[config.mk]
export PLATFORM = sky130hd
export DESIGN_NAME = base64_stream_decoder
export DESIGN_NICKNAME = d
export VERILOG_FILES = /design/src/hdl/b64d_pkg.sv /design/src/hdl/b64d_front.sv /design/src/hdl/b64d_queue.sv /design/src/hdl/b64d_back.sv /design/src/hdl/base64_stream_decoder.sv
export SDC_FILE = /design/constraint.sdc
export NUM_CORES = 1
export LEC_CHECK = 0
export BUFFER_PORTS_ARGS = -buffer_cell sky130_fd_sc_hd__buf_2
export CAP_MARGIN = 20
export CORE_ASPECT_RATIO = 0.75
export CORE_MARGIN = 2
export CORE_UTILIZATION = 55
export CTS_CLUSTER_SIZE = 24
export DETAILED_ROUTE_END_ITERATION = 8
export PLACE_DENSITY = 0.69
export SYNTH_ARGS = -nofsm -noshare
export SYNTH_HDL_FRONTEND = slang
export SYNTH_SLANG_ARGS = --single-unit
[constraint.sdc]
create_clock -name clk -period 18 [get_ports clk]
set_input_delay 0.9 -clock clk [delete_from_list [all_inputs] [get_ports clk]]
set_output_delay 0.9 -clock clk [all_outputs]
set_load 0.01 [all_outputs]
[src/hdl/b64d_pkg.sv]
package b64d_pkg;

  localparam int CountBitsDefault = 24;
  localparam int QueueDepth       = 4;
  localparam logic [23:0] CapacityReset = 24'hFFFFFF;
  localparam logic [7:0]  PadChar       = 8'h3D;

  typedef enum logic [1:0] {
    ST_OK        = 2'd0,
    ST_BAD_COUNT = 2'd1,
    ST_OVER_CAP  = 2'd2,
    ST_BAD_PAD   = 2'd3
  } status_t;

  typedef struct packed {
    logic [7:0] in_char;
    logic       end_of_input;
  } chr_item_t;

  typedef struct packed {
    logic [7:0]  data_byte;
    logic        is_byte;
    status_t     status;
    logic [23:0] total_bytes;
    logic        run_last;
  } res_item_t;

  // work handed from the front to the back: bytes of one quantum and/or a status
  typedef struct packed {
    logic [23:0] quantum;
    logic [1:0]  nbytes;
    logic        has_status;
    status_t     status;
    logic [23:0] total;
  } job_t;

  typedef struct packed {
    logic       is_sym;
    logic       is_pad;
    logic [5:0] value;
  } sym_class_t;

  function automatic sym_class_t classify(input logic [7:0] c);
    sym_class_t r;
    r.is_sym = 1'b1;
    r.is_pad = 1'b0;
    r.value  = 6'd0;
    if (c inside {[8'h41:8'h5A]}) begin
      r.value = 6'(c - 8'h41);
    end else if (c inside {[8'h61:8'h7A]}) begin
      r.value = 6'(c - 8'h61 + 8'd26);
    end else if (c inside {[8'h30:8'h39]}) begin
      r.value = 6'(c - 8'h30 + 8'd52);
    end else if (c == 8'h2B) begin
      r.value = 6'd62;
    end else if (c == 8'h2F) begin
      r.value = 6'd63;
    end else if (c == PadChar) begin
      r.is_pad = 1'b1;
    end else begin
      r.is_sym = 1'b0;
    end
    return r;
  endfunction

endpackage

[src/hdl/b64d_front.sv]
module b64d_front #(
  parameter int COUNT_BITS = b64d_pkg::CountBitsDefault
) (
  input  logic                  clk,
  input  logic                  rst,
  input  logic                  chr_valid,
  output logic                  chr_ready,
  input  b64d_pkg::chr_item_t   chr_data,
  input  logic [23:0]           out_capacity,
  input  logic                  q_full,
  output logic                  push,
  output b64d_pkg::job_t        job
);

  localparam int CW = (COUNT_BITS > 24) ? COUNT_BITS : 24;
  localparam int QW = CW + 2;
  localparam logic [COUNT_BITS-1:0] CountMax = {COUNT_BITS{1'b1}};

  logic [17:0]           sextets, sextets_next;
  logic [1:0]            phase, phase_next;
  logic [1:0]            pads, pads_next;
  logic [COUNT_BITS-1:0] sym_total, sym_total_next;
  logic [COUNT_BITS-1:0] bytes_sent, bytes_sent_next;
  logic                  stopped, stopped_next;
  logic                  pad_bad, pad_bad_next;

  b64d_pkg::sym_class_t  cls;
  logic                  accept;
  logic [1:0]            nb;
  logic [COUNT_BITS:0]   bytes_sum;
  logic [CW-1:0]         bytes_w;
  logic [QW-1:0]         quarter, cap3;

  assign chr_ready = !q_full;
  assign accept    = chr_valid && !q_full;
  assign cls       = b64d_pkg::classify(chr_data.in_char);

  always_comb begin
    sextets_next    = sextets;
    phase_next      = phase;
    pads_next       = pads;
    sym_total_next  = sym_total;
    bytes_sent_next = bytes_sent;
    stopped_next    = stopped;
    pad_bad_next    = pad_bad;
    nb              = 2'd0;
    bytes_sum       = '0;
    job.quantum     = {sextets, cls.value};
    job.nbytes      = 2'd0;
    job.has_status  = chr_data.end_of_input;
    job.status      = b64d_pkg::ST_OK;
    job.total       = 24'd0;

    if (cls.is_sym) begin
      if (cls.is_pad && pads != 2'd3) pads_next = pads + 2'd1;
      if (sym_total != CountMax) sym_total_next = sym_total + 1'b1;
      if (phase != 2'd3) begin
        sextets_next = {sextets[11:0], cls.value};
        phase_next   = phase + 2'd1;
      end else begin
        if (!stopped) begin
          if (pads_next == 2'd3) begin
            pad_bad_next = 1'b1;
          end else begin
            nb = 2'd3 - pads_next;
          end
          if (pads_next != 2'd0) stopped_next = 1'b1;
          bytes_sum = {1'b0, bytes_sent} + (COUNT_BITS+1)'(nb);
          bytes_sent_next = bytes_sum[COUNT_BITS] ? CountMax : bytes_sum[COUNT_BITS-1:0];
        end
        sextets_next = 18'd0;
        phase_next   = 2'd0;
        pads_next    = 2'd0;
      end
    end
    job.nbytes = nb;

    // status uses the counts after this character
    bytes_w = CW'(bytes_sent_next);
    quarter = QW'(sym_total_next >> 2);
    cap3    = (quarter << 1) + quarter;
    if (sym_total_next == '0 || sym_total_next[1:0] != 2'd0) begin
      job.status = b64d_pkg::ST_BAD_COUNT;
    end else if (cap3 > QW'(out_capacity)) begin
      job.status = b64d_pkg::ST_OVER_CAP;
    end else if (pad_bad_next) begin
      job.status = b64d_pkg::ST_BAD_PAD;
    end else begin
      job.status = b64d_pkg::ST_OK;
      job.total  = (bytes_w > CW'(24'hFFFFFF)) ? 24'hFFFFFF : bytes_w[23:0];
    end

    if (chr_data.end_of_input) begin
      sextets_next    = 18'd0;
      phase_next      = 2'd0;
      pads_next       = 2'd0;
      sym_total_next  = '0;
      bytes_sent_next = '0;
      stopped_next    = 1'b0;
      pad_bad_next    = 1'b0;
    end
  end

  assign push = accept && (job.has_status || nb != 2'd0);

  always_ff @(posedge clk) begin
    if (rst) begin
      sextets    <= 18'd0;
      phase      <= 2'd0;
      pads       <= 2'd0;
      sym_total  <= '0;
      bytes_sent <= '0;
      stopped    <= 1'b0;
      pad_bad    <= 1'b0;
    end else if (accept) begin
      sextets    <= sextets_next;
      phase      <= phase_next;
      pads       <= pads_next;
      sym_total  <= sym_total_next;
      bytes_sent <= bytes_sent_next;
      stopped    <= stopped_next;
      pad_bad    <= pad_bad_next;
    end
  end

endmodule

[src/hdl/b64d_queue.sv]
module b64d_queue (
  input  logic            clk,
  input  logic            rst,
  input  logic            push,
  input  b64d_pkg::job_t  push_job,
  output logic            full,
  input  logic            pop,
  output logic            head_valid,
  output b64d_pkg::job_t  head_job
);

  localparam int Depth = b64d_pkg::QueueDepth;
  localparam int PW    = $clog2(Depth);
  localparam int CntW  = $clog2(Depth + 1);

  b64d_pkg::job_t  slots [Depth];
  logic [PW-1:0]   wr_ptr, rd_ptr;
  logic [CntW-1:0] count;

  assign full       = (count == CntW'(Depth));
  assign head_valid = (count != '0);
  assign head_job   = slots[rd_ptr];

  always_ff @(posedge clk) begin
    if (push) slots[wr_ptr] <= push_job;
  end

  always_ff @(posedge clk) begin
    if (rst) begin
      wr_ptr <= '0;
      rd_ptr <= '0;
      count  <= '0;
    end else begin
      if (push) wr_ptr <= PW'((32'(wr_ptr) + 1) % Depth);
      if (pop)  rd_ptr <= PW'((32'(rd_ptr) + 1) % Depth);
      if (push && !pop) count <= count + 1'b1;
      else if (pop && !push) count <= count - 1'b1;
    end
  end

endmodule

[src/hdl/b64d_back.sv]
module b64d_back (
  input  logic                 clk,
  input  logic                 rst,
  input  logic                 head_valid,
  input  b64d_pkg::job_t       head_job,
  output logic                 pop,
  output logic                 res_valid,
  input  logic                 res_ready,
  output b64d_pkg::res_item_t  res_data
);

  logic [1:0]          sub;
  logic                load;
  logic                is_byte;
  logic                job_last;
  b64d_pkg::res_item_t res_next;

  assign load    = head_valid && (!res_valid || res_ready);
  assign is_byte = (sub < head_job.nbytes);

  always_comb begin
    res_next.data_byte   = 8'd0;
    res_next.is_byte     = is_byte;
    res_next.status      = b64d_pkg::ST_OK;
    res_next.total_bytes = 24'd0;
    if (is_byte) begin
      case (sub)
        2'd0:    res_next.data_byte = head_job.quantum[23:16];
        2'd1:    res_next.data_byte = head_job.quantum[15:8];
        default: res_next.data_byte = head_job.quantum[7:0];
      endcase
      job_last = (sub == head_job.nbytes - 2'd1) && !head_job.has_status;
    end else begin
      res_next.status      = head_job.status;
      res_next.total_bytes = head_job.total;
      job_last             = 1'b1;
    end
    res_next.run_last = job_last;
  end

  assign pop = load && job_last;

  always_ff @(posedge clk) begin
    if (rst) begin
      sub       <= 2'd0;
      res_valid <= 1'b0;
    end else begin
      if (load) begin
        res_valid <= 1'b1;
        sub       <= job_last ? 2'd0 : sub + 2'd1;
      end else if (res_ready) begin
        res_valid <= 1'b0;
      end
    end
  end

  always_ff @(posedge clk) begin
    if (load) res_data <= res_next;
  end

endmodule

[src/hdl/base64_stream_decoder.sv]
// channel  | signals                          | carries
// chr      | chr_valid, chr_ready, chr_data   | one encoded character word and end flag
// res      | res_valid, res_ready, res_data   | decoded byte word or final status word
// cfg      | cfg_wr_en, cfg_wr_data           | out_capacity, written with no wait
//
// one character word accepted per cycle while the job queue has room
// the back end sends one result word per cycle while res_ready is high, so a full
// quantum (3 bytes, plus a status on the last character) holds it for each word
// a 4-entry job queue absorbs that; a result goes via a queue slot to res_data
// reset is synchronous: message state cleared, out_capacity back to 0xFFFFFF
// res stalls back up through the queue to chr_ready only when the queue fills
module base64_stream_decoder #(
  parameter int COUNT_BITS = b64d_pkg::CountBitsDefault
) (
  input  logic                 clk,
  input  logic                 rst,
  input  logic                 chr_valid,
  output logic                 chr_ready,
  input  b64d_pkg::chr_item_t  chr_data,
  output logic                 res_valid,
  input  logic                 res_ready,
  output b64d_pkg::res_item_t  res_data,
  input  logic                 cfg_wr_en,
  input  logic [23:0]          cfg_wr_data
);

  // capacity register, compared against symbols/4*3 at message end
  logic [23:0] out_capacity;

  // front to queue
  logic           push;
  logic           q_full;
  b64d_pkg::job_t push_job;

  // queue to back
  logic           pop;
  logic           head_valid;
  b64d_pkg::job_t head_job;

  always_ff @(posedge clk) begin
    if (rst) begin
      out_capacity <= b64d_pkg::CapacityReset;
    end else if (cfg_wr_en) begin
      out_capacity <= cfg_wr_data;
    end
  end

  // front: alphabet lookup, quantum assembly, counters, final status
  b64d_front #(
    .COUNT_BITS (COUNT_BITS)
  ) u_front (
    .clk          (clk),
    .rst          (rst),
    .chr_valid    (chr_valid),
    .chr_ready    (chr_ready),
    .chr_data     (chr_data),
    .out_capacity (out_capacity),
    .q_full       (q_full),
    .push         (push),
    .job          (push_job)
  );

  // short job queue so the two sides stall independently
  b64d_queue u_queue (
    .clk        (clk),
    .rst        (rst),
    .push       (push),
    .push_job   (push_job),
    .full       (q_full),
    .pop        (pop),
    .head_valid (head_valid),
    .head_job   (head_job)
  );

  // back: splits each job into byte words and the status word
  b64d_back u_back (
    .clk        (clk),
    .rst        (rst),
    .head_valid (head_valid),
    .head_job   (head_job),
    .pop        (pop),
    .res_valid  (res_valid),
    .res_ready  (res_ready),
    .res_data   (res_data)
  );

  // a status word always closes the results of its character
  a_status_last: assert property (@(posedge clk) disable iff (rst)
    res_valid && !res_data.is_byte |-> res_data.run_last)
    else $error("status word without run_last");

  // byte words carry no status and no total
  a_byte_clean: assert property (@(posedge clk) disable iff (rst)
    res_valid && res_data.is_byte |->
      res_data.status == b64d_pkg::ST_OK && res_data.total_bytes == 24'd0)
    else $error("byte word with status or total");

  // an error status reports no length
  a_err_total: assert property (@(posedge clk) disable iff (rst)
    res_valid && !res_data.is_byte && res_data.status != b64d_pkg::ST_OK |->
      res_data.total_bytes == 24'd0)
    else $error("error status with nonzero total");

  // the queue only pops a job that the back end has loaded
  a_pop_head: assert property (@(posedge clk) disable iff (rst)
    pop |-> head_valid)
    else $error("pop from empty job queue");

endmodule
Word-level counts from Yosys, hierarchy flattened
Memory sizes are Yosys's and may differ from the RTL's. A register that Yosys moved wholly into a read port is not among the register bits.
Cells that the tools add are included.
{"block": "totals", "ff_bits": 142, "mem_bits_rw": 212, "input_bits": 38, "out_inout_bits": 38, "elab_cells": 151, "memories": 1}
{"block": "op_classes", "addsub": 17, "magnitude_cmp": 9, "n_eq_ne": 11, "n_mux": 65, "reduce_logical": 30}
{"name": "u_queue.slots", "depth": 4, "word_bits": 53, "read_ports": 1, "rd_clocked_by_memory_dff": 1, "write_ports": 1, "line": "b64d_queue.sv:16", "source": "b64d_pkg::job_t slots [Depth];"}
{"operator": "24-bit 2-to-1 mux", "n": 12}
{"operator": "18-bit 2-to-1 mux", "n": 3}
{"operator": "2-bit 2-to-1 mux", "n": 26}
{"operator": "6-bit 2-to-1 mux", "n": 5}
{"operator": "26-bit by 24-bit > comparator with 1-bit output", "n": 1}
{"operator": "24-bit by 2-bit adder with 25-bit output", "n": 1}
{"operator": "23-bit by 22-bit adder with 24-bit output", "n": 1}
{"operator": "24-bit by 1-bit adder with 24-bit output, second input constant", "n": 1}
{"operator": "8-bit by 6-bit equality test with 1-bit output, second input constant", "n": 3}
{"operator": "24-bit > comparator, second input constant", "n": 1}
{"operator": "24-bit logical NOT", "n": 1}
{"operator": "24-bit inequality test, second input constant", "n": 1}
{"operator": "8-bit by 7-bit greater-or-equal comparator with 1-bit output, second input constant", "n": 2}
{"operator": "8-bit by 7-bit less-or-equal comparator with 1-bit output, second input constant", "n": 2}
{"operator": "1-bit 2-to-1 mux", "n": 16}
{"operator": "8-bit one-hot mux with 2 select lines", "n": 1}
{"operator": "2-bit nonzero test", "n": 6}
{"operator": "6-bit subtractor, second input constant", "n": 2}
{"operator": "1-bit logical AND", "n": 11}
{"operator": "2-bit by 1-bit adder with 2-bit output, second input constant", "n": 5}
{"operator": "8-bit by 6-bit greater-or-equal comparator with 1-bit output, second input constant", "n": 1}
{"operator": "8-bit by 6-bit less-or-equal comparator with 1-bit output, second input constant", "n": 1}
{"operator": "6-bit by 5-bit adder with 6-bit output, second input constant", "n": 1}
{"operator": "6-bit adder, second input constant", "n": 1}
{"operator": "other kinds (18)", "n": 27}

Depth between registers and ports, before layout
Gate-level depths: netlist of the first run.
{"block": "depth", "word_depth": 25, "ltp_mapped": 33, "mapped_depth_nobuf": 31}

Cells and area by module
From an unflattened synthesis of the first run, not the netlist that was laid out.
{"block": "hier_totals", "cells_unflattened": 1422, "area_unflattened_um2": 17274.1}
{"module": "b64d_queue", "instances": 1, "cells_per_inst": 321, "area_per_inst_um2": 8141.6, "seq_area_each_um2": 6546.3}
{"module": "b64d_front", "instances": 1, "cells_per_inst": 901, "area_per_inst_um2": 6582.6, "seq_area_each_um2": 1441.4}
{"module": "b64d_back", "instances": 1, "cells_per_inst": 121, "area_per_inst_um2": 1652.8, "seq_area_each_um2": 1141.1}
{"module": "base64_stream_decoder", "instances": 1, "cells_per_inst": 79, "area_per_inst_um2": 897.1, "seq_area_each_um2": 480.5}

Worst setup path before layout of the first run
Ideal clock, no wire load.
{"block": "synth_path", "path_kind": "input to register", "from": "input chr_data[3] (netlist bit)", "to": "memory u_queue.slots[0][22] (netlist bit), data pin", "setup_ns": 0.290, "arrival_ns": 7.151, "required_time_ns": 17.710, "slack_ns": 10.558, "cell_stages": 28, "path_buffers": 2, "cell_sequence": "inv_1 -> ha_1 -> a21o_1 -> o2111ai_1 -> and3_1 -> clkbuf_1 -> o21ai_1 -> nor3_1 -> nand3_1 -> xnor2_1 -> ha_1 -> a21o_1 -> a21o_1 -> a21o_1 -> a2111oi_0 -> a21oi_1 -> xnor2_1 -> ha_1 -> a21o_1 -> a21o_1 -> a21oi_1 -> nor2b_1 -> o21ai_0 -> nand2b_1 -> a2111oi_0 -> a21oi_1 -> clkbuf_1 -> a2111oi_0"}
{"item": "start, declared", "line": "base64_stream_decoder.sv:19", "source": "input b64d_pkg::chr_item_t chr_data,"}
{"item": "end, declared", "line": "b64d_queue.sv:16"}

==> results of run 1 <==
[registers in the layout, summed over array words and instances (netlist names), named ones only]
| register | count |
|---|---|
| out_capacity | 24 |
| u_back.res_data | 36 |
| u_back.res_valid | 1 |
| u_back.sub | 2 |
| u_front.bytes_sent | 24 |
| u_front.pad_bad | 1 |
| u_front.pads | 2 |
| u_front.phase | 2 |
| u_front.sextets | 18 |
| u_front.stopped | 1 |
| u_front.sym_total | 24 |
| u_queue.count | 3 |
| u_queue.rd_ptr | 2 |
| u_queue.slots | 212 |
| u_queue.wr_ptr | 2 |
[per-stage QoR]
step | power (mW) | hold slack [ns] | worst slack [ns] | utilization | cell area, sq um
4_1_cts | 2.11 | 0.489 | 9.35 | 0.617 | 19200
5_1_grt | 2.18 | 0.503 | 8.43 | 0.617 | 19200
3_3_place_gp | 1.34 | 0.458 | 9.36 | 0.578 | 17900
3_5_place_dp | 1.34 | 0.475 | 8.83 | 0.578 | 17900
6_report | 2.09 | 0.485 | 9.31 | 0.617 | 19200
2_1_floorplan | 1.22 | 0.449 | 10.56 | - | 17200
[layout by cell type, fill, tap and decap left out, types with 7 or more instances in the layout]
| cell | Yosys | final |
|---|---|---|
| xor2_1 | 24 | 24 |
| and2_1 | 39 | 35 |
| nand2b_1 | 7 | 7 |
| and3_1 | 12 | 12 |
| o211ai_1 | 28 | 28 |
| o22ai_1 | 9 | 9 |
| edfxtp_1 | 248 | 248 |
| dfxtp_1 | 108 | 106 |
| nand2_1 | 98 | 97 |
| buf_4 | 0 | 14 |
| a22oi_1 | 34 | 34 |
| nand3_1 | 54 | 54 |
| xnor2_1 | 44 | 44 |
| nand4_1 | 17 | 17 |
| mux4_2 | 53 | 53 |
| a31oi_1 | 14 | 14 |
| clkbuf_16 | 0 | 36 |
| nor4_1 | 13 | 13 |
| o21ai_0 | 27 | 26 |
| nor2_1 | 114 | 114 |
| mux2i_1 | 8 | 8 |
| nor3_1 | 22 | 22 |
| inv_1 | 88 | 88 |
| a2111oi_0 | 21 | 21 |
| buf_2 | 3 | 75 |
| a21o_1 | 22 | 22 |
| a21oi_1 | 83 | 82 |
| and4_1 | 8 | 8 |
| ha_1 | 79 | 79 |
[worst paths after layout]
path	startpoint	end	slack (ns)	cells after the start
max	chr_data[3]	u_queue.slots[1][18]	9.31	28
min	out_capacity[17]	out_capacity[17]	0.49	2
max reg2reg	u_front.sym_total[0]	u_queue.slots[1][18]	10.10	25
min reg2reg	out_capacity[17]	out_capacity[17]	0.49	2
[power by group]
group | switching (mW) | total (mW) | internal [mW]
combinational | 0.195 | 0.324 | 0.129
sequential | 0.0284 | 0.995 | 0.966
clock | 0.313 | 0.773 | 0.461
[cell type report]
class,instances,area (sq um)
timing repair buffer,89,480
tap,406,508
inverter,90,338
multi-input combinational,919,6990
fill,2423,11900
clock inverter,19,234
clock buffer,45,985
sequential,356,9610
[worst max-delay path, stage by stage]
cell	delay, ns
buf_2	0.17
inv_1	0.11
ha_1	0.31
a21o_1	0.22
o2111ai_1	0.11
and3_1	0.47
o21ai_1	0.29
nor3_1	0.72
nand3_1	0.18
xnor2_1	0.34
ha_1	0.36
a21o_1	0.21
a21o_1	0.17
a21o_1	0.20
a2111oi_0	0.78
a21oi_1	0.23
xnor2_1	0.17
ha_1	0.29
a21o_1	0.16
a21o_1	0.16
a21oi_1	0.14
nor2b_1	0.06
o21ai_0	0.16
nand2b_1	0.10
a2111oi_0	0.50
a21oi_2	0.10
buf_4	0.25
a2111oi_0	0.97
[metal layers]
metal | vias up | global-route usage | wire length, um | share of wire
li1 | 5488 | - | - | -
met2 | 263 | 0.382 | 17200 | 0.46
met1 | 5690 | 0.324 | 17500 | 0.47
met5 | - | 0 | 0 | 0
met4 | 0 | 0.0678 | 734 | 0.020
met3 | 62 | 0.0283 | 1580 | 0.043
[logic make-up (layout without fill, tap and decap cells)]
kind of cell | Yosys count | in the layout | share of synthesized area
flip-flops | 356 | 356 | 0.559
AND/OR/NAND/NOR | 413 | 413 | 0.118
AO/OA/AOI/OAI | 294 | 294 | 0.117
XOR/XNOR | 68 | 68 | 0.0347
buffers and inverters | 156 | 243 | 0.0347
adder cells (fa/ha/maj) | 82 | 82 | 0.0610
multiplexers | 62 | 62 | 0.0748
==> results by group, run 1 <==
Outcome
  – Outcome: finished clean

Routing
  – Vias after detailed routing: 11,500
  – Routed wirelength normalized by instance count: 19.3 um
  – Number of DRC markers in iteration 0: 873
  – Count of antenna-violating nets left after detailed routing: 0
  – Vias per cell: 5.98
  – Detailed Routing Iterations Pass 1: 5
  – Number of remaining DRC errors: 0
  – Wire length reported by the detailed router: 37,100 um

Die
  – Initial core utilization: 0.554
  – Count of pins on the block boundary: 76
  – Die area: 32,700 sq um
  – Die width: 208 um
  – Overall die height: 157 um
  – Core Area: 31,000 sq um
  – Row cnt: 56

Worst setup path
  – Critical path required time: 18.18 ns
  – Startpoint class of the critical path: primary input
  – Kind of capture point of the worst setup path: flip-flop
  – Critical path start-end classification: in2reg
  – Critical path fanouts, max: 26
  – Data arrival at the endpoint of the critical path: 8.88 ns

GRT
  – Pin count of the biggest net entering global routing: 54
  – Global-route wire length before repair: 59,900 um
  – Global-route usage over all layers: 0.231
  – Antenna violations before repair: 0
  – Total congestion overflow: 0
  – Number of global-route vias before repair: 11,300

Yosys
  – Mean post-synth cell area: 12.0 sq um
  – Top cell type's share of synthesized area: 0.433
  – Main synth FF type: edfxtp_1
  – Number of enable-type register cells in the synthesized netlist: 248
  – Seq/Total Area, Yosys: 0.559
  – Net count after synthesis: 1,551
  – Flip-flop and latch count after synthesis: 356
  – Number of instances in the synthesized netlist: 1,431
  – Top-count cell post-synth: edfxtp_1
  – Total number of yosys warnings: 0
  – Most common library cells after synthesis: edfxtp_1, nor2_1, dfxtp_1
  – Share of async-settable or async-resettable flops after synthesis: 0
  – Dominant cells by area after synthesis: edfxtp_1, dfxtp_1, mux4_2, ha_1, nor2_1
  – Synth unique cells: 74
  – Cell area after synthesis: 17,200 sq um
  – Leading area contributor after synthesis: edfxtp_1

Timing
  – Worst-case headroom to the max-slew limit: 0.244
  – Sum of negative setup slack: 0 ns
  – Minimum clock period: 8.69 ns
  – Setup repair after global routing missed its margin: no
  – Slew at the pin closest to its max-slew limit: 1.11 ns
  – Final number of hold-violating endpoints: 0
  – Max Transition Viols Final: 0
  – Final setup violation count: 0
  – Maximum clock rate: 115 MHz
  – Max Clock Skew: 0.0212 ns
  – Ratio of final minimum period to clock period: 0.483

CTS
  – Clock sink total: 356
  – Maximum level of the CTS H-tree: 2
  – Clk slew on worst S/H paths: 0.06 ns
  – Max clock buf depth: 3
  – CTS Buf Count: 36
  – Clock tree root driver cell: clkbuf_16
  – Post-CTS setup buffers: 0
  – Hold buffer count at cts: 0
  – Later-pin clock latency in the skew report: 0.54 ns
  – CTS tree: built
  – Resize count post-CTS: 0

Power
  – Power density over the cells: 109 nW/um^2
  – Worst IR Drop VDD: 0.0659 mV
  – LEAKAGE: 7.12 nW

Place
  – # placed instances: 1,860
  – Gp weighted congestion: 0.861
  – HPWL after detailed placement: 23,500 um
  – Number of buffer cells added on primary ports: 75

Finish
  – Final nets: 1,612
  – Syn-to-layout area delta: 11.5%
  – Final standard cell count with taps included and fillers excluded: 1,924
  – Proportion of layout cells with a drive suffix above 1: 0.148
  – Antenna cell count: 0

Min path
  – Hold/Removal Path Class: reg2reg

Flow run
  – Number of maximum-capacitance constraint violations: 0
No activity file was read; power rests on OpenSTA's default activity.
==> inputs of run 2 (changes only) <==
--- a/config.mk
+++ b/config.mk
@@ -5,6 +5,7 @@
 export SDC_FILE = /design/constraint.sdc
 export NUM_CORES = 1
 export LEC_CHECK = 0
+export ABC_AREA = 1
 export BUFFER_PORTS_ARGS = -buffer_cell sky130_fd_sc_hd__buf_2
 export CAP_MARGIN = 20
 export CORE_ASPECT_RATIO = 0.75
@@ -12,7 +13,7 @@
 export CORE_UTILIZATION = 55
 export CTS_CLUSTER_SIZE = 24
 export DETAILED_ROUTE_END_ITERATION = 8
-export PLACE_DENSITY = 0.69
+export PLACE_DENSITY = 0.72
 export SYNTH_ARGS = -nofsm -noshare
 export SYNTH_HDL_FRONTEND = slang
 export SYNTH_SLANG_ARGS = --single-unit
==> constraint.sdc (replaced) <==
create_clock -name clk -period 7.3 [get_ports clk]
set_input_delay 0.365 -clock clk [delete_from_list [all_inputs] [get_ports clk]]
set_output_delay 0.365 -clock clk [all_outputs]
set_load 0.01 [all_outputs]
==> run 2 against run 1 <==
Net effect:
- synthesized cell count increased by 36%
- combinational power increased to 3.9 times the previous value
- non-clock buffer count unchanged
- largest power group unchanged
- final cell count increased by 26%
- area after synthesis increased by 2.5%
- register-to-register slack got worse by 9.2 ns
- largest cell class unchanged
- critical endpoint is now u_queue.slots[1][2]
- critical path type is now reg2reg
- via count increased by 19%
==> results by group, run 2 <==
Yosys
  – Seq/Total Area, Yosys: 0.546 (was 0.559)
  – Synth unique cells: 56 (was 74)
  – Most common library cells after synthesis: nand2_1, nor2_1, edfxtp_1 (was edfxtp_1, nor2_1, dfxtp_1)
  – Flip-flop and latch count after synthesis: 356 (unchanged)
  – Cell area after synthesis: 17,600 sq um (was 17,200 sq um)
  – Top cell type's share of synthesized area: 0.423 (was 0.433)
  – Number of enable-type register cells in the synthesized netlist: 248 (unchanged)
  – Net count after synthesis: 2,064 (was 1,551)
  – Leading area contributor after synthesis: edfxtp_1 (unchanged)
  – Main synth FF type: edfxtp_1 (unchanged)
  – Mean post-synth cell area: 9.06 sq um (was 12.0 sq um)
  – Number of instances in the synthesized netlist: 1,944 (was 1,431)
  – Dominant cells by area after synthesis: edfxtp_1, dfxtp_1, nand2_1, ha_1, nor2_1 (was edfxtp_1, dfxtp_1, mux4_2, ha_1, nor2_1)
  – Total number of yosys warnings: 0 (unchanged)
  – Top-count cell post-synth: nand2_1 (was edfxtp_1)
  – Share of async-settable or async-resettable flops after synthesis: 0 (unchanged)

Die
  – Die area: 33,500 sq um (was 32,700 sq um)
  – Row cnt: 56 (unchanged)
  – Count of pins on the block boundary: 76 (unchanged)
  – Overall die height: 159 um (was 157 um)
  – Core Area: 31,400 sq um (was 31,000 sq um)
  – Die width: 211 um (was 208 um)
  – Initial core utilization: 0.561 (was 0.554)

Timing
  – Setup repair after global routing missed its margin: no (unchanged)
  – Max Clock Skew: 0.0217 ns (was 0.0212 ns)
  – Sum of negative setup slack: 0 ns (unchanged)
  – Final number of hold-violating endpoints: 0 (unchanged)
  – Ratio of final minimum period to clock period: 0.871
  – Worst-case headroom to the max-slew limit: 0.296 (was 0.244)
  – Max Transition Viols Final: 0 (unchanged)
  – Maximum clock rate: 157 MHz
  – Final setup violation count: 0 (unchanged)
  – Slew at the pin closest to its max-slew limit: 1.05 ns (was 1.11 ns)
  – Minimum clock period: 6.35 ns
  – Final Hold Slack: 0.0280 ns (was 0.485 ns)

Place
  – Gp weighted congestion: 0.944 (was 0.861)
  – HPWL after detailed placement: 26,800 um (was 23,500 um)
  – Number of buffer cells added on primary ports: 75 (unchanged)
  – Standard cell area after detailed placement: 18,400 sq um (was 17,900 sq um)

Finish
  – Register containing the most flip-flops in the final layout: u_queue.slots (unchanged)
  – Top library cells by usage in the layout, fill and taps aside: nand2_1, nor2_1, edfxtp_1 (was edfxtp_1, nor2_1, dfxtp_1)
  – Proportion of layout cells with a drive suffix above 1: 0.0939 (was 0.148)
  – Core occupancy in the finished layout: 0.624 (was 0.617)
  – Top Registers: u_queue.slots x212, u_back.res_data x36 (unchanged)
  – Final nets: 2,115 (was 1,612)
  – Syn-to-layout area delta: 11.2% (was 11.5%)
  – Finished layout cell area: 19,600 sq um (was 19,200 sq um)
  – Max FFs per register: 212 (unchanged)
  – Layout filler cell count: 2,627 (was 2,423)
  – Antenna cell count: 0 (unchanged)
  – Leading cell type in the layout, fill and taps excluded: nand2_1 (was edfxtp_1)

Routing
  – Number of DRC markers in iteration 0: 1,144 (was 873)
  – Count of antenna-violating nets left after detailed routing: 0 (unchanged)
  – Detailed Routing Iterations Pass 1: 5 (unchanged)
  – Vias after detailed routing: 13,700 (was 11,500)
  – Number of remaining DRC errors: 0 (unchanged)
  – Wire length reported by the detailed router: 41,200 um (was 37,100 um)
  – Routed wirelength normalized by instance count: 17.0 um (was 19.3 um)
  – Vias per cell: 5.62 (was 5.98)

Power
  – Worst IR Drop VDD: 0.201 mV (was 0.0659 mV)
  – Power density over the cells: 289 nW/um^2 (was 109 nW/um^2)
  – LEAKAGE: 7.70 nW (was 7.12 nW)

Min path
  – Source of the worst hold timing path: cfg_wr_data[14] (was out_capacity[17])
  – Hold path cells: 3 (was 2)
  – Hold/Removal Path Class: in2reg (was reg2reg)
  – Endpoint, Worst Hold: out_capacity[14] (was out_capacity[17])

Worst setup path
  – Critical path start-end classification: reg2reg (was in2reg)
  – Critical path fanouts, max: 20 (was 26)
  – Worst reg2reg path depth: 26 (was 25)
  – Terminus of the critical flop-to-flop path: u_queue.slots[1][2] (was u_queue.slots[1][18])
  – Cell type of the slowest stage on the worst timing path: dfxtp_1 (was a2111oi_0)
  – FF-to-FF setup slack: 0.95 ns (was 10.10 ns)
  – CP max stage delay: 0.41 ns (was 0.97 ns)
  – Critical path required time: 7.64 ns (was 18.18 ns)
  – Kind of capture point of the worst setup path: flip-flop (unchanged)
  – Reg-to-Reg Start: u_front.sym_total[0] (unchanged)
  – Startpoint class of the critical path: flip-flop (was primary input)
  – Data arrival at the endpoint of the critical path: 6.69 ns (was 8.88 ns)

GRT
  – Global-route usage over all layers: 0.246 (was 0.231)
  – Global-route wire length before repair: 66,300 um (was 59,900 um)
  – Pin count of the biggest net entering global routing: 72 (was 54)
  – Number of global-route vias before repair: 12,900 (was 11,300)
  – Antenna violations before repair: 0 (unchanged)
  – Total congestion overflow: 0 (unchanged)

CTS
  – Clock sink total: 356 (unchanged)
  – CTS tree: built (unchanged)
  – CTS Buf Count: 36 (unchanged)
  – Later-pin clock latency in the skew report: 0.54 ns (about the same)
  – Post-CTS setup buffers: 0 (unchanged)
  – Clk slew on worst S/H paths: 0.06 ns (about the same)
  – Max clock buf depth: 3 (unchanged)
  – Clock tree root driver cell: clkbuf_16 (unchanged)
  – Maximum level of the CTS H-tree: 2 (unchanged)

Flow run
  – Number of maximum-capacitance constraint violations: 0 (unchanged)

Outcome
  – Outcome: finished clean (unchanged)
-- run 2: changes by cell type in the layout (fill, tap and decap cells not counted), moves of 21 or more --
cell and delta:
a2111oi_0 -21, a21oi_1 +98, mux4_2 -53, o21ai_0 +150, a21o_1 -22, o211ai_1 -25
and2_1 -34, inv_1 +89, nand2_1 +269, a22oi_1 -33, xnor2_1 -30, nor2_1 +141
-- run 2: how the worst max path moves through the flow --
stage | from | end | slack (ns) | cells past startpoint
detailed placement | chr_data[3] | u_queue.slots[2][6] | 0.68 | 32
floorplan | chr_data[3] | u_queue.slots[0][10] | 2.24 | 33
CTS | u_front.sym_total[0] | u_queue.slots[0][19] | 0.93 | 25
global placement | chr_data[3] | u_queue.slots[0][2] | 0.86 | 32
finish | u_front.sym_total[0] | u_queue.slots[1][2] | 0.95 | 26
global route | u_front.sym_total[0] | u_queue.slots[2][10] | 0.09 | 26
-- run 2: metal layers --
layer / up-vias / global-route usage / part of all wire
li1: 6710 / - / -
met1: 6449 / 0.360 / 0.47
met2: 455 / 0.385 / 0.45
met3: 46 / 0.0432 / 0.070
met4: 0 / 0.0560 / 0.014
met5: - / 0 / 0
-- run 2: cells by family (layout without fill, tap and decap cells) --
kind of cell | count (synthesis) | count (layout) | share of synthesized area
xor+xnor | 49 | 49 | 0.0252
buf+inv | 260 | 339 | 0.0566
mux | 1 | 1 | 0.000568
simple gates | 786 | 786 | 0.190
compound gates | 410 | 410 | 0.123
flops | 356 | 356 | 0.546
fa+ha+maj | 82 | 82 | 0.0595
-- run 2: report_power, final --
part / leakage (nW) / internal [mW] / total, mW / switching (mW)
registers: 3.16 / 2.42 / 2.51 / 0.0907
logic: 3.96 / 0.363 / 1.26 / 0.897
clock network: 0.577 / 1.11 / 1.89 / 0.781
-- run 2: stage by stage --
step	setup slack, ns	instances	power, mW
2_1_floorplan	2.24	1944	3.35
3_3_place_gp	0.859	2363	3.77
3_5_place_dp	0.685	2363	3.81
4_1_cts	0.927	2429	5.70
5_1_grt	0.0929	2429	5.94
6_report	0.945	2429	5.67
-- run 2: layout make-up --
type	instances	area [sq um]	share of cell area
clock inverter	12	201	0.0103
sequential	356	9610	0.491
inverter	184	691	0.0353
clock buffer	54	1010	0.0515
tap	406	508	0.0259
multi-input combinational	1328	7070	0.361
timing repair buffer	89	483	0.0247
-- run 2: worst max-delay path: cells and delay by family, from the launching register on --
family	cells	cell delay [ns]
buf+inv	1	0.14
fa+ha+maj	3	0.87
flops	1	0.41
compound gates	7	1.81
simple gates	13	2.53
xor+xnor	2	0.38
-- run 2: repair_timing --
item,CTS,global route
hold endpoints to repair,0,0
endpoints found under the setup margin,0,24
resized for setup,0,1
hold buffers,0,0
